$ cat src/sv/btlv_pkg.sv
// shared types, codes and constants of the ber tlv header parser
package btlv_pkg;

  // most length octets accepted in the long form
  localparam int MaxLengthOctets = 8;

  // parser phases
  localparam logic [2:0] PH_TAG        = 3'd0;
  localparam logic [2:0] PH_LEN        = 3'd1;
  localparam logic [2:0] PH_OCTETS     = 3'd2;
  localparam logic [2:0] PH_BITS_DEF   = 3'd3;
  localparam logic [2:0] PH_BITS_INDEF = 3'd4;

  // result status codes
  localparam logic [2:0] ST_OK        = 3'd0;
  localparam logic [2:0] ST_TAG       = 3'd1;
  localparam logic [2:0] ST_INDEF     = 3'd2;
  localparam logic [2:0] ST_MALFORMED = 3'd3;
  localparam logic [2:0] ST_LIMIT     = 3'd4;
  localparam logic [2:0] ST_EMPTY_BITS = 3'd5;

  // configuration register indexes
  localparam logic [2:0] CFG_EXPECTED_TAG      = 3'd0;
  localparam logic [2:0] CFG_ANY_TAG_MODE      = 3'd1;
  localparam logic [2:0] CFG_LENGTH_MODE       = 3'd2;
  localparam logic [2:0] CFG_BIT_STRING_MODE   = 3'd3;
  localparam logic [2:0] CFG_LONG_LENGTH_LIMIT = 3'd4;

  // configuration reset values
  localparam logic [7:0]  RstExpectedTag    = 8'h30;
  localparam logic [30:0] RstLongLengthLimit = 31'd2146435071;

  // universal tags accepted in any-tag mode
  localparam logic [7:0] TAG_BIT_STRING     = 8'h03;
  localparam logic [7:0] TAG_OCTET_STRING   = 8'h04;
  localparam logic [7:0] TAG_OCTET_STRING_C = 8'h24;
  localparam logic [7:0] TAG_SEQUENCE       = 8'h30;
  localparam logic [7:0] TAG_SET            = 8'h31;

  typedef struct packed {
    logic [7:0]  expected_tag;
    logic        any_tag_mode;
    logic [1:0]  length_mode;
    logic        bit_string_mode;
    logic [30:0] long_length_limit;
  } cfg_t;

  typedef struct packed {
    logic [7:0] data_byte;
    logic       frame_start;
  } byte_t;

  typedef struct packed {
    logic [2:0]  status;
    logic [30:0] decoded_length;
    logic        is_indefinite;
    logic [7:0]  tag_seen;
  } result_t;

  typedef struct packed {
    logic [2:0]  phase;
    logic [7:0]  held_tag;
    logic [3:0]  octets_left;
    logic [2:0]  significant_count;
    logic [31:0] length_accum;
    logic        error_pending;
  } parse_state_t;

  typedef struct packed {
    logic    emit;
    result_t res;
  } step_out_t;

endpackage

$ cat src/sv/btlv_step.sv
// one-octet step of the header parser: next state and optional result
module btlv_step (
  input  btlv_pkg::cfg_t         cfg,
  input  btlv_pkg::parse_state_t state,
  input  btlv_pkg::byte_t        item,
  output btlv_pkg::parse_state_t state_next,
  output btlv_pkg::step_out_t    step
);

  logic [7:0]  b;
  logic [2:0]  ph;
  logic [2:0]  cap;
  logic        do_def;
  logic [31:0] def_len;
  logic        tag_ok;

  assign b = item.data_byte;

  // tag check against expected tag or the permitted set
  always_comb begin
    if (!cfg.any_tag_mode) begin
      tag_ok = (b == cfg.expected_tag);
    end else begin
      tag_ok = (b[7:6] == 2'b10) || (b == btlv_pkg::TAG_BIT_STRING) ||
               (b == btlv_pkg::TAG_OCTET_STRING) || (b == btlv_pkg::TAG_OCTET_STRING_C) ||
               (b == btlv_pkg::TAG_SEQUENCE) || (b == btlv_pkg::TAG_SET);
    end
  end

  // phase decode and state update
  always_comb begin
    state_next              = state;
    step.emit               = 1'b0;
    step.res.status         = btlv_pkg::ST_OK;
    step.res.decoded_length = '0;
    step.res.is_indefinite  = 1'b0;
    step.res.tag_seen       = state.held_tag;
    do_def                  = 1'b0;
    def_len                 = '0;
    cap                     = cfg.length_mode[1] ? 3'd4 : 3'd2;
    ph                      = item.frame_start ? btlv_pkg::PH_TAG : state.phase;

    unique case (ph)
      btlv_pkg::PH_LEN: begin
        if (!b[7]) begin
          do_def  = 1'b1;
          def_len = {25'd0, b[6:0]};
        end else if (b[6:0] == 7'd0) begin
          if (cfg.length_mode == 2'd0) begin
            step.emit       = 1'b1;
            step.res.status = btlv_pkg::ST_INDEF;
          end else if (cfg.bit_string_mode) begin
            state_next.phase = btlv_pkg::PH_BITS_INDEF;
          end else begin
            step.emit              = 1'b1;
            step.res.is_indefinite = 1'b1;
          end
        end else if (b[6:0] > 7'(btlv_pkg::MaxLengthOctets)) begin
          step.emit       = 1'b1;
          step.res.status = btlv_pkg::ST_MALFORMED;
        end else begin
          state_next.octets_left       = b[3:0];
          state_next.significant_count = '0;
          state_next.length_accum      = '0;
          state_next.error_pending     = 1'b0;
          state_next.phase             = btlv_pkg::PH_OCTETS;
        end
      end
      btlv_pkg::PH_OCTETS: begin
        // skip leading zeros, cap significant octets
        if (!state.error_pending && !(state.significant_count == 3'd0 && b == 8'd0)) begin
          if (state.significant_count >= cap) begin
            state_next.error_pending = 1'b1;
          end else begin
            state_next.significant_count = state.significant_count + 3'd1;
            state_next.length_accum      = {state.length_accum[23:0], b};
          end
        end
        state_next.octets_left = state.octets_left - 4'd1;
        if (state_next.octets_left == 4'd0) begin
          if (state_next.error_pending) begin
            step.emit       = 1'b1;
            step.res.status = btlv_pkg::ST_MALFORMED;
          end else if (cfg.length_mode[1]) begin
            if (state_next.length_accum[31] ||
                (state_next.length_accum[30:0] > cfg.long_length_limit)) begin
              step.emit       = 1'b1;
              step.res.status = btlv_pkg::ST_LIMIT;
            end else begin
              do_def  = 1'b1;
              def_len = state_next.length_accum;
            end
          end else if (state_next.length_accum[31:15] != 17'd0) begin
            step.emit       = 1'b1;
            step.res.status = btlv_pkg::ST_LIMIT;
          end else begin
            do_def  = 1'b1;
            def_len = state_next.length_accum;
          end
        end
      end
      btlv_pkg::PH_BITS_DEF: begin
        step.emit               = 1'b1;
        step.res.decoded_length = state.length_accum[30:0];
      end
      btlv_pkg::PH_BITS_INDEF: begin
        step.emit              = 1'b1;
        step.res.is_indefinite = 1'b1;
      end
      default: begin
        state_next.held_tag = b;
        step.res.tag_seen   = b;
        if (!tag_ok) begin
          step.emit       = 1'b1;
          step.res.status = btlv_pkg::ST_TAG;
        end else begin
          state_next.phase = btlv_pkg::PH_LEN;
        end
      end
    endcase

    // definite length known: bit-string step, or the result directly
    if (do_def) begin
      if (cfg.bit_string_mode) begin
        if (def_len == 32'd0) begin
          step.emit       = 1'b1;
          step.res.status = btlv_pkg::ST_EMPTY_BITS;
        end else begin
          state_next.length_accum = def_len - 32'd1;
          state_next.phase        = btlv_pkg::PH_BITS_DEF;
        end
      end else begin
        step.emit               = 1'b1;
        step.res.decoded_length = def_len[30:0];
      end
    end

    if (step.emit) begin
      state_next.phase = btlv_pkg::PH_TAG;
    end
  end

endmodule

$ cat src/sv/ber_tlv_header_parser_unit.sv
// ber tlv header parser: one octet per cycle unless stalled, one result per header
// an accepted octet is registered, decoded by the step logic once the result register is
// free, and its result (if any) is held in the result register
// throughput is one octet per cycle while results are not stalled, set by the combinational step logic
// while a result waits under stall, the input register still takes one more octet
// reset clears the parse state, the pipeline and restores register reset values
module ber_tlv_header_parser_unit (
  input  logic              clk,
  input  logic              rst,
  input  logic              byte_valid,
  output logic              byte_stall,
  input  btlv_pkg::byte_t   byte_item,
  output logic              result_valid,
  input  logic              result_stall,
  output btlv_pkg::result_t result_item,
  input  logic              cfg_we,
  input  logic [2:0]        cfg_index,
  input  logic [30:0]       cfg_data
);

  btlv_pkg::cfg_t         cfg;
  btlv_pkg::parse_state_t state;
  btlv_pkg::parse_state_t state_next;
  btlv_pkg::step_out_t    step;
  btlv_pkg::byte_t        s1_item;
  logic                   s1_valid;
  logic                   out_free;
  logic                   step_go;

  // configuration registers
  always_ff @(posedge clk) begin
    if (rst) begin
      cfg.expected_tag      <= btlv_pkg::RstExpectedTag;
      cfg.any_tag_mode      <= 1'b0;
      cfg.length_mode       <= 2'd0;
      cfg.bit_string_mode   <= 1'b0;
      cfg.long_length_limit <= btlv_pkg::RstLongLengthLimit;
    end else if (cfg_we) begin
      unique case (cfg_index)
        btlv_pkg::CFG_EXPECTED_TAG:      cfg.expected_tag      <= cfg_data[7:0];
        btlv_pkg::CFG_ANY_TAG_MODE:      cfg.any_tag_mode      <= cfg_data[0];
        btlv_pkg::CFG_LENGTH_MODE:       cfg.length_mode       <= cfg_data[1:0];
        btlv_pkg::CFG_BIT_STRING_MODE:   cfg.bit_string_mode   <= cfg_data[0];
        btlv_pkg::CFG_LONG_LENGTH_LIMIT: cfg.long_length_limit <= cfg_data;
        default: begin
        end
      endcase
    end
  end

  // handshake: the step runs whenever an octet is registered and the result register can take its output
  assign out_free   = !result_valid || !result_stall;
  assign step_go    = s1_valid && out_free;
  assign byte_stall = s1_valid && !out_free;

  // input register
  always_ff @(posedge clk) begin
    if (rst) begin
      s1_valid <= 1'b0;
    end else if (!byte_stall) begin
      s1_valid <= byte_valid;
    end
  end

  always_ff @(posedge clk) begin
    if (byte_valid && !byte_stall) begin
      s1_item <= byte_item;
    end
  end

  btlv_step u_step (
    .cfg        (cfg),
    .state      (state),
    .item       (s1_item),
    .state_next (state_next),
    .step       (step)
  );

  // parse state
  always_ff @(posedge clk) begin
    if (rst) begin
      state <= '0;
    end else if (step_go) begin
      state <= state_next;
    end
  end

  // result register
  always_ff @(posedge clk) begin
    if (rst) begin
      result_valid <= 1'b0;
    end else if (out_free) begin
      result_valid <= step_go && step.emit;
    end
  end

  always_ff @(posedge clk) begin
    if (step_go && step.emit) begin
      result_item <= step.res;
    end
  end

endmodule

$ cat config.mk
export PLATFORM = sky130hd
export DESIGN_NAME = ber_tlv_header_parser_unit
export DESIGN_NICKNAME = d
export VERILOG_FILES = /design/src/sv/btlv_pkg.sv /design/src/sv/btlv_step.sv /design/src/sv/ber_tlv_header_parser_unit.sv
export SDC_FILE = /design/constraint.sdc
export NUM_CORES = 1
export LEC_CHECK = 0
export BUFFER_PORTS_ARGS = -buffer_cell sky130_fd_sc_hd__buf_2
export CAP_MARGIN = 25
export CORE_MARGIN = 2
export CORE_UTILIZATION = 60
export DETAILED_ROUTE_END_ITERATION = 10
export PLACE_DENSITY_LB_ADDON = 0.12
export SYNTH_ARGS = -nofsm -noshare
export SYNTH_HDL_FRONTEND = slang
export SYNTH_SLANG_ARGS = --single-unit
$ cat constraint.sdc
create_clock -name clk -period 17.6 [get_ports clk]
set_input_delay 3.52 -clock clk [delete_from_list [all_inputs] [get_ports clk]]
set_output_delay 3.52 -clock clk [all_outputs]
set_load 0.01 [all_outputs]
* Yosys cells after proc, flatten, opt, wreduce, memory -nomap -nowiden
Index checks and enable logic that the tools add are counted.
Storage, ports and cells: bits in registers 148, latch bits 0, memory bits (writable) 0, bits in read-only memories 0, input bits 48, output and inout port bits 45, word-level logic and storage cells 147, memories 0
Cells by class: add/subtract/negate cells 3, $mul 0, divide/modulo/power cells 0, order comparisons 3, eq/ne operators 20, shift-type cells 0, mux-type cells 64, bitwise operators 0, reductions and logical operators 38
Operators by type and width (count):
- 32-bit two-way mux | 8
- 40-bit two-way mux | 3
- 40-bit one-hot mux with 2 select lines | 1
- 36-bit two-way mux | 2
- 35-bit two-way mux | 2
- 32-bit one-hot mux with 2 select lines | 1
- 31-bit two-way mux | 2
- 4-bit two-way mux | 10
- 3-bit two-way mux | 13
- 32-bit zero test | 1
- 32-bit by 1-bit subtractor with 32-bit output, second input constant | 1
- 31-bit greater-than comparator | 1
- 8-bit by 6-bit equality test with 1-bit output, second input constant | 3
- 17-bit nonzero test | 1
- 1-bit two-way mux | 14
- 3-bit by 2-bit equality test with 1-bit output, second input constant | 4
- 2-bit AND reduction | 5
- 3-bit one-hot mux with 3 select lines | 1
- 8-bit by 2-bit equality test with 1-bit output, second input constant | 1
- 8-bit by 3-bit equality test with 1-bit output, second input constant | 1
- 8-bit equality test | 1
- 8-bit zero test | 1
- 8-bit two-way mux | 1
- 2-bit != test, second input constant | 4
- other kinds (26) | 46

* Depth between registers and ports, before layout
depth in word-level cells 18, mapped depth 31, gate-level depth less buffers 26

* Modules after synthesis
From an unflattened synthesis, not the netlist that was laid out.
Unflattened totals: cell total of the unflattened synthesis 1279, area total of the unflattened synthesis 10770.3 um^2
Modules (own cells, without submodules):
- ber_tlv_header_parser_unit | times used 1, cells each 469, area an instance 5710.5 um^2, seq. area each 3483.3 um^2
- btlv_step | times used 1, cells each 810, area an instance 5059.9 um^2, seq. area each 0.0 um^2

* Worst setup path before layout
No wires, ideal clock.
path type reg-to-reg, start register cfg[33] (netlist name), end register result_item[0] (netlist name), enable pin, setup time 0.461 ns, arrival 7.725 ns, required time 17.139 ns, path slack 9.414 ns, stages on the path, launching flop included 27, buffers on the path 3, clock period less this slack 8.186 ns, cell sequence dfxtp_1 inv_1 ha_1 and3b_1 or4_1 clkbuf_1 nor2_2 clkbuf_1 buf_1 nand2_1 nand2_1 ha_1 nand4_1 nor4_1 nor2b_1 o41a_1 a21oi_2 o21ai_4 o21ai_2 a22oi_1 ha_1 o21ai_0 a21oi_1 a21o_2 o21ai_0 a21o_1 a21oi_1
On the way: word-level cells in the longest chain between the ends 17, elaborated cells between the ends (all ways) 36, classes of those cells order compare (2); mux (29); reduce/logical (5)
RTL lines:
- 3-bit two-way mux | line btlv_step.sv:40 | cap = cfg.length_mode[1] ? 3'd4 : 3'd2;
- 3-bit >= comparator | line btlv_step.sv:72 | if (state.significant_count >= cap) begin
- 35-bit two-way mux | line btlv_step.sv:72
- 36-bit two-way mux | line btlv_step.sv:71 | if (!state.error_pending && !(state.significant_count == 3'd0 && b == 8'd0)) begin
- 36-bit two-way mux | line btlv_step.sv:43 | unique case (ph)
- 31-bit greater-than comparator | line btlv_step.sv:86 | (state_next.length_accum[30:0] > cfg.long_length_limit)) begin
- 1-bit logical OR | line btlv_step.sv:85 | if (state_next.length_accum[31] ||
- 32-bit two-way mux | line btlv_step.sv:85
- 32-bit two-way mux | line btlv_step.sv:84 | end else if (cfg.length_mode[1]) begin
- 32-bit two-way mux | line btlv_step.sv:81 | if (state_next.error_pending) begin
- 32-bit two-way mux | line btlv_step.sv:80 | if (state_next.octets_left == 4'd0) begin
- 32-bit one-hot mux with 2 select lines | line btlv_step.sv:43
- 32-bit zero test | line btlv_step.sv:125 | if (def_len == 32'd0) begin
- 4-bit two-way mux | line btlv_step.sv:125
- 1-bit two-way mux | line btlv_step.sv:124 | if (cfg.bit_string_mode) begin
- 35-bit two-way mux * | line btlv_step.sv:123 | if (do_def) begin
- 1-bit logical AND * | line ber_tlv_header_parser_unit.sv:98 | if (step_go && step.emit) begin
- to (signal assigned) | line ber_tlv_header_parser_unit.sv:99 | result_item <= step.res;
- to (decl) | line ber_tlv_header_parser_unit.sv:15 | output btlv_pkg::result_t result_item,
Every way passes the cells marked *; elsewhere a longest branch is shown, timed or not. The select of a mux whose other input is x is not followed. A chain may end at the register's enable or synchronous reset.

* Worst setup path in the final report
start register s1_item[4] (netlist name), end register result_item[28] (netlist name), enable pin
On the way: word-level cells in the longest chain between the ends 18, elaborated cells between the ends (all ways) 52, classes of those cells order compare (2); eq/ne (6); mux (30); reduce/logical (14)
RTL lines:
- from (decl) | line ber_tlv_header_parser_unit.sv:25 | btlv_pkg::byte_t s1_item;
- from (signal assigned) | line ber_tlv_header_parser_unit.sv:67 | s1_item <= byte_item;
- 8-bit zero test | line btlv_step.sv:71
- 1-bit logical AND | line btlv_step.sv:71
- 1-bit zero test | line btlv_step.sv:71
- 1-bit logical AND | line btlv_step.sv:71
- 36-bit two-way mux | line btlv_step.sv:71
- 36-bit two-way mux | line btlv_step.sv:43
- 31-bit greater-than comparator | line btlv_step.sv:86
- 1-bit logical OR | line btlv_step.sv:85
- [... 2 more ...]
- 32-bit two-way mux | line btlv_step.sv:81
- 32-bit two-way mux | line btlv_step.sv:80
- 32-bit one-hot mux with 2 select lines | line btlv_step.sv:43
- 32-bit zero test | line btlv_step.sv:125
- 4-bit two-way mux | line btlv_step.sv:125
- 1-bit two-way mux | line btlv_step.sv:124
- 35-bit two-way mux * | line btlv_step.sv:123
- 1-bit logical AND * | line ber_tlv_header_parser_unit.sv:98
Marked as above.

==> impl_results.md <==
- Final standard cell utilization of the core: 0.6900
- Sum of negative setup slack: 0 ps
- Area of the core: 15260 sq um
- Setup violations, final: 0
- Worst hold path depth: 2
- Number of buffers added to fix hold violations after cts: 0
- Post-layout min period: 8193 ps
- Count of TritonRoute iterations in the first routing pass: 8
- Sequential Area: approximately 3500 sq um
- Clock latency on the worst-skew pair: roughly 440 ps
- Area taken by multi-input logic gates: about 5400 sq um
- Worst Hold Slack: 453.8 ps
- Portion of synthesized cell area occupied by the leading cell type: 0.2037
- CTS root buf: sky130_fd_sc_hd__clkbuf_16
- Post-CTS sizing: 0
- Largest buffer count on any clock path: 2
- Setup repair after global routing missed its margin: false
- Number of global-route vias before repair: between 8000 and 9000
- Depth of the worst register-to-register path: 23
- Avg Vias per Cell: 6.692
- Kind of start point of the critical path: flop
- Total wire length after detailed routing: 31160 microns
- Setup CP Type: reg -> reg
- Worst Path Arrival: between 8000 and 9000 ps
- Count of state elements after synthesis: 148
- Status: finished, final reports clean
- Synthesized instance count: 1155
- First element of the critical path: s1_item[4]$_DFFE_PP_
- M3 GR Usage: 0.1309
- Wirelength per Cell: 21.91 microns
- Total number of vias: 9516
- Combined area of all synthesized cells: 9434 sq um
- Total die area: about 17000 sq um
- Share of flip-flops with an asynchronous set or reset: 0
- Horizontal extent of the die: 129.4 microns
- DR DRC count: 0
- Initial core utilization: 0.6183
- Final clock skew: between 10 and 15 ps
- Synth warnings: 0
- Die Span Y: approximately 130 microns
- Number of library cell types mapped by synthesis: 93
- Relative slew slack: 0.2811
- Number of inserted diodes: 0
- Leak: 4.335 nW
- Slew @ Worst Pin: 1071 ps
- Main synth FF type: sky130_fd_sc_hd__dfxtp_1
- Clock tree sinks: roughly 150
- Avg Synthesized Cell Area: 8.168 sq um
- Pin count of the biggest net entering global routing: 61
- Port-buffer cells: 92
- CTS tree: built
- Max Cap Violations: 0
- Number of CTS-inserted buffers: 17
- Dominant cells by area after synthesis: sky130_fd_sc_hd__dfxtp_1 20%, sky130_fd_sc_hd__edfxtp_1 17%, sky130_fd_sc_hd__nand2_1 7.6%
- Data required time of the critical path: about 18000 ps
- Post-DP HPWL: 20960 microns
- Cell area after placement: between 9000 and 10000 sq um
- Clk slew on worst S/H paths: 60 ps
- Top cell types by occurrence after synthesis: 190 x sky130_fd_sc_hd__nand2_1, 96 x sky130_fd_sc_hd__dfxtp_1, 92 x sky130_fd_sc_hd__a21oi_1
- Post-DRT Antenna Nets: 0
- Element type at the critical path end: flop
- Leading area contributor after synthesis: sky130_fd_sc_hd__dfxtp_1
- Power per cell area: 78.41 nW/um^2
- Critical Path Fanout Max: 50
- Post-place setup slack: 9673 ps
- Post-synthesis net count: 1241
- Number of DRC markers after the initial detailed-route iteration: 1287
- Fin area: about 11000 sq um
- Most Used Layer, Global Route: met2
- CP max stage cell: sky130_fd_sc_hd__mux2i_1
- Cell-by-cell listing of the critical path: or4_4 > or3_4 > nand2_4 > buf_4 > mux2i_1 > inv_1 > ha_1 > nand4_1 > nor4_1 > nor2b_1 > o41a_1 > a21oi_2 > o21ai_4 > o21ai_2 > a22oi_1 > ha_1 > o21ai_0 > a21oi_1 > a21o_2 > o21ai_0 > a21o_1 > a21oi_4 > buf_4
- Post-CTS setup buffer count: 0
- Routability-driven placement congestion ratio: about 1.1
- PnR worst setup slack: 9407 ps
- Crit-path max cell delay: 670 ps
- Count of endpoints failing hold in the final timing report: 0
- Hold path startpoint: state[41]$_SDFFE_PP0P_
- Fill cells: ~1300
- Total global routing track utilization: 0.3748
- First-pass GRT wire length: ~48000 microns
- Area growth, synth to finish: 11.60%
- Worst setup slack for register-to-register paths: approximately 9400 ps
- Met2 usage in global routing: 0.5300
- Type of the most critical hold path: reg -> reg
- Max Fclk: roughly 120 MHz
- Net count of the finished layout: ~1300
- Ports: between 90 and 100
- H-tree depth: 4
- Max-slew violation count: 0
- Post-synth EDFFs: 52
- Site row count: 45
- Residual overflow from global routing: 0
- Number of antenna violations at the first check in global routing: 1
- Share of final-layout standard cells stronger than drive strength 1: 0.1519
- Worst reg2reg startpoint: s1_item[4]$_DFFE_PP_
- Largest vdd supply drop: 0.07090 mV
- Portion of the post-synthesis area used by sequential elements: 0.3692
- Met1 Track Usage GR: 0.5278
- Share of the clock period used by the worst path after layout: 0.4655
- Library cell with the highest instance count after synthesis: sky130_fd_sc_hd__nand2_1
[sequential cells by signal, summed over array words and instances, names as in the netlist]
name,flops
cfg,43
s1_item,9
s1_valid,1
result_valid,1
result_item,43
state,51
[path summary, 6_finish.rpt]
kind                               endpoint
setup / recovery  result_item[28]$_DFFE_PP_
hold / removal       state[41]$_SDFFE_PP0P_
setup reg to reg  result_item[28]$_DFFE_PP_
hold reg to reg      state[41]$_SDFFE_PP0P_
[cells in the final DEF, fill, tap and decap left out, types with 5 or more instances in the layout]
| cell | synthesis | routed |
|---|---|---|
| sky130_fd_sc_hd__a211oi_1 | 10 | 10 |
| sky130_fd_sc_hd__a21o_1 | 6 | 6 |
| sky130_fd_sc_hd__a21oi_1 | 92 | 91 |
| sky130_fd_sc_hd__a221o_1 | 5 | 5 |
| sky130_fd_sc_hd__a221oi_1 | 5 | 5 |
| sky130_fd_sc_hd__a22o_1 | 10 | 10 |
| sky130_fd_sc_hd__a22oi_1 | 21 | 21 |
| sky130_fd_sc_hd__a31oi_1 | 9 | 9 |
| sky130_fd_sc_hd__a32o_1 | 7 | 7 |
| sky130_fd_sc_hd__and2_1 | 9 | 8 |
| sky130_fd_sc_hd__and3_1 | 7 | 7 |
| sky130_fd_sc_hd__buf_2 | 7 | 92 |
| sky130_fd_sc_hd__buf_4 | 3 | 15 |
| sky130_fd_sc_hd__clkbuf_16 | 0 | 19 |
| sky130_fd_sc_hd__dfxtp_1 | 96 | 96 |
| sky130_fd_sc_hd__edfxtp_1 | 52 | 52 |
| sky130_fd_sc_hd__ha_1 | 38 | 38 |
| sky130_fd_sc_hd__inv_1 | 63 | 63 |
| sky130_fd_sc_hd__mux2_2 | 9 | 9 |
| sky130_fd_sc_hd__mux2i_1 | 27 | 27 |
| sky130_fd_sc_hd__nand2_1 | 190 | 190 |
| sky130_fd_sc_hd__nand3_1 | 29 | 29 |
| sky130_fd_sc_hd__nand3b_1 | 6 | 6 |
| sky130_fd_sc_hd__nand4_1 | 11 | 11 |
| sky130_fd_sc_hd__nor2_1 | 87 | 87 |
| sky130_fd_sc_hd__nor2b_1 | 5 | 5 |
| sky130_fd_sc_hd__nor3_1 | 32 | 32 |
| sky130_fd_sc_hd__nor4_1 | 19 | 18 |
| sky130_fd_sc_hd__o211ai_1 | 43 | 43 |
| sky130_fd_sc_hd__o21ai_0 | 41 | 41 |
| sky130_fd_sc_hd__o21ai_1 | 16 | 16 |
| sky130_fd_sc_hd__o311ai_0 | 5 | 5 |
| sky130_fd_sc_hd__o31ai_1 | 6 | 6 |
| sky130_fd_sc_hd__or3_1 | 13 | 13 |
| sky130_fd_sc_hd__xnor2_1 | 6 | 6 |
| sky130_fd_sc_hd__xor2_1 | 8 | 8 |
[area by class of cell]
type | instances | share of cell area
clock buffer | 20 | 0.04551
inverter | 67 | 0.02389
timing repair buffer | 107 | 0.05443
multi-input combinational | 857 | 0.5094
sequential | 148 | 0.3308
clock inverter | 12 | 0.01081
tap | 211 | 0.02507
[per-stage QoR]
step	power, mW	instances
final	0.8256	1422
after global routing	0.8481	1422
after CTS	0.8239	1422
after detailed placement	0.4626	1390
after global placement	0.4619	1390
after floorplan	0.4329	1155
[power breakdown]
group / switching, mW / internal, mW
registers: 0.0103 / 0.364
logic: 0.0560 / 0.0289
clock network: 0.153 / 0.213
total: 0.219 / 0.607
[logic make-up (layout without fill, tap and decap cells)]
group | count (synthesis) | in the layout | synth area share
AND/OR/NAND/NOR | 435 | 435 | 0.2156
AO/OA/AOI/OAI | 332 | 332 | 0.2434
buffers and inverters | 150 | 206 | 0.06578
flip-flops | 148 | 148 | 0.3692
adder cells (fa/ha/maj) | 38 | 38 | 0.05040
multiplexers | 38 | 38 | 0.04257
XOR/XNOR | 14 | 14 | 0.01300
[critical path, delay by kind of cell, from the launching register on]
kind	cells	cell delay, ps
DFF	1	600
adders and majority gates	2	640
and+or+nand+nor	6	1960
AOI/OAI and AO/OA	11	2690
muxes	1	670
buffers and inverters	3	1190
[per-layer routing]
metal | vias to the layer above | routed length [microns]
met5 | - | 39
met4 | 4 | 909
met3 | 102 | 4455
met2 | 727 | 13080
met1 | 4384 | 12670
li1 | 4299 | -
(Power assumes the default switching activity.)
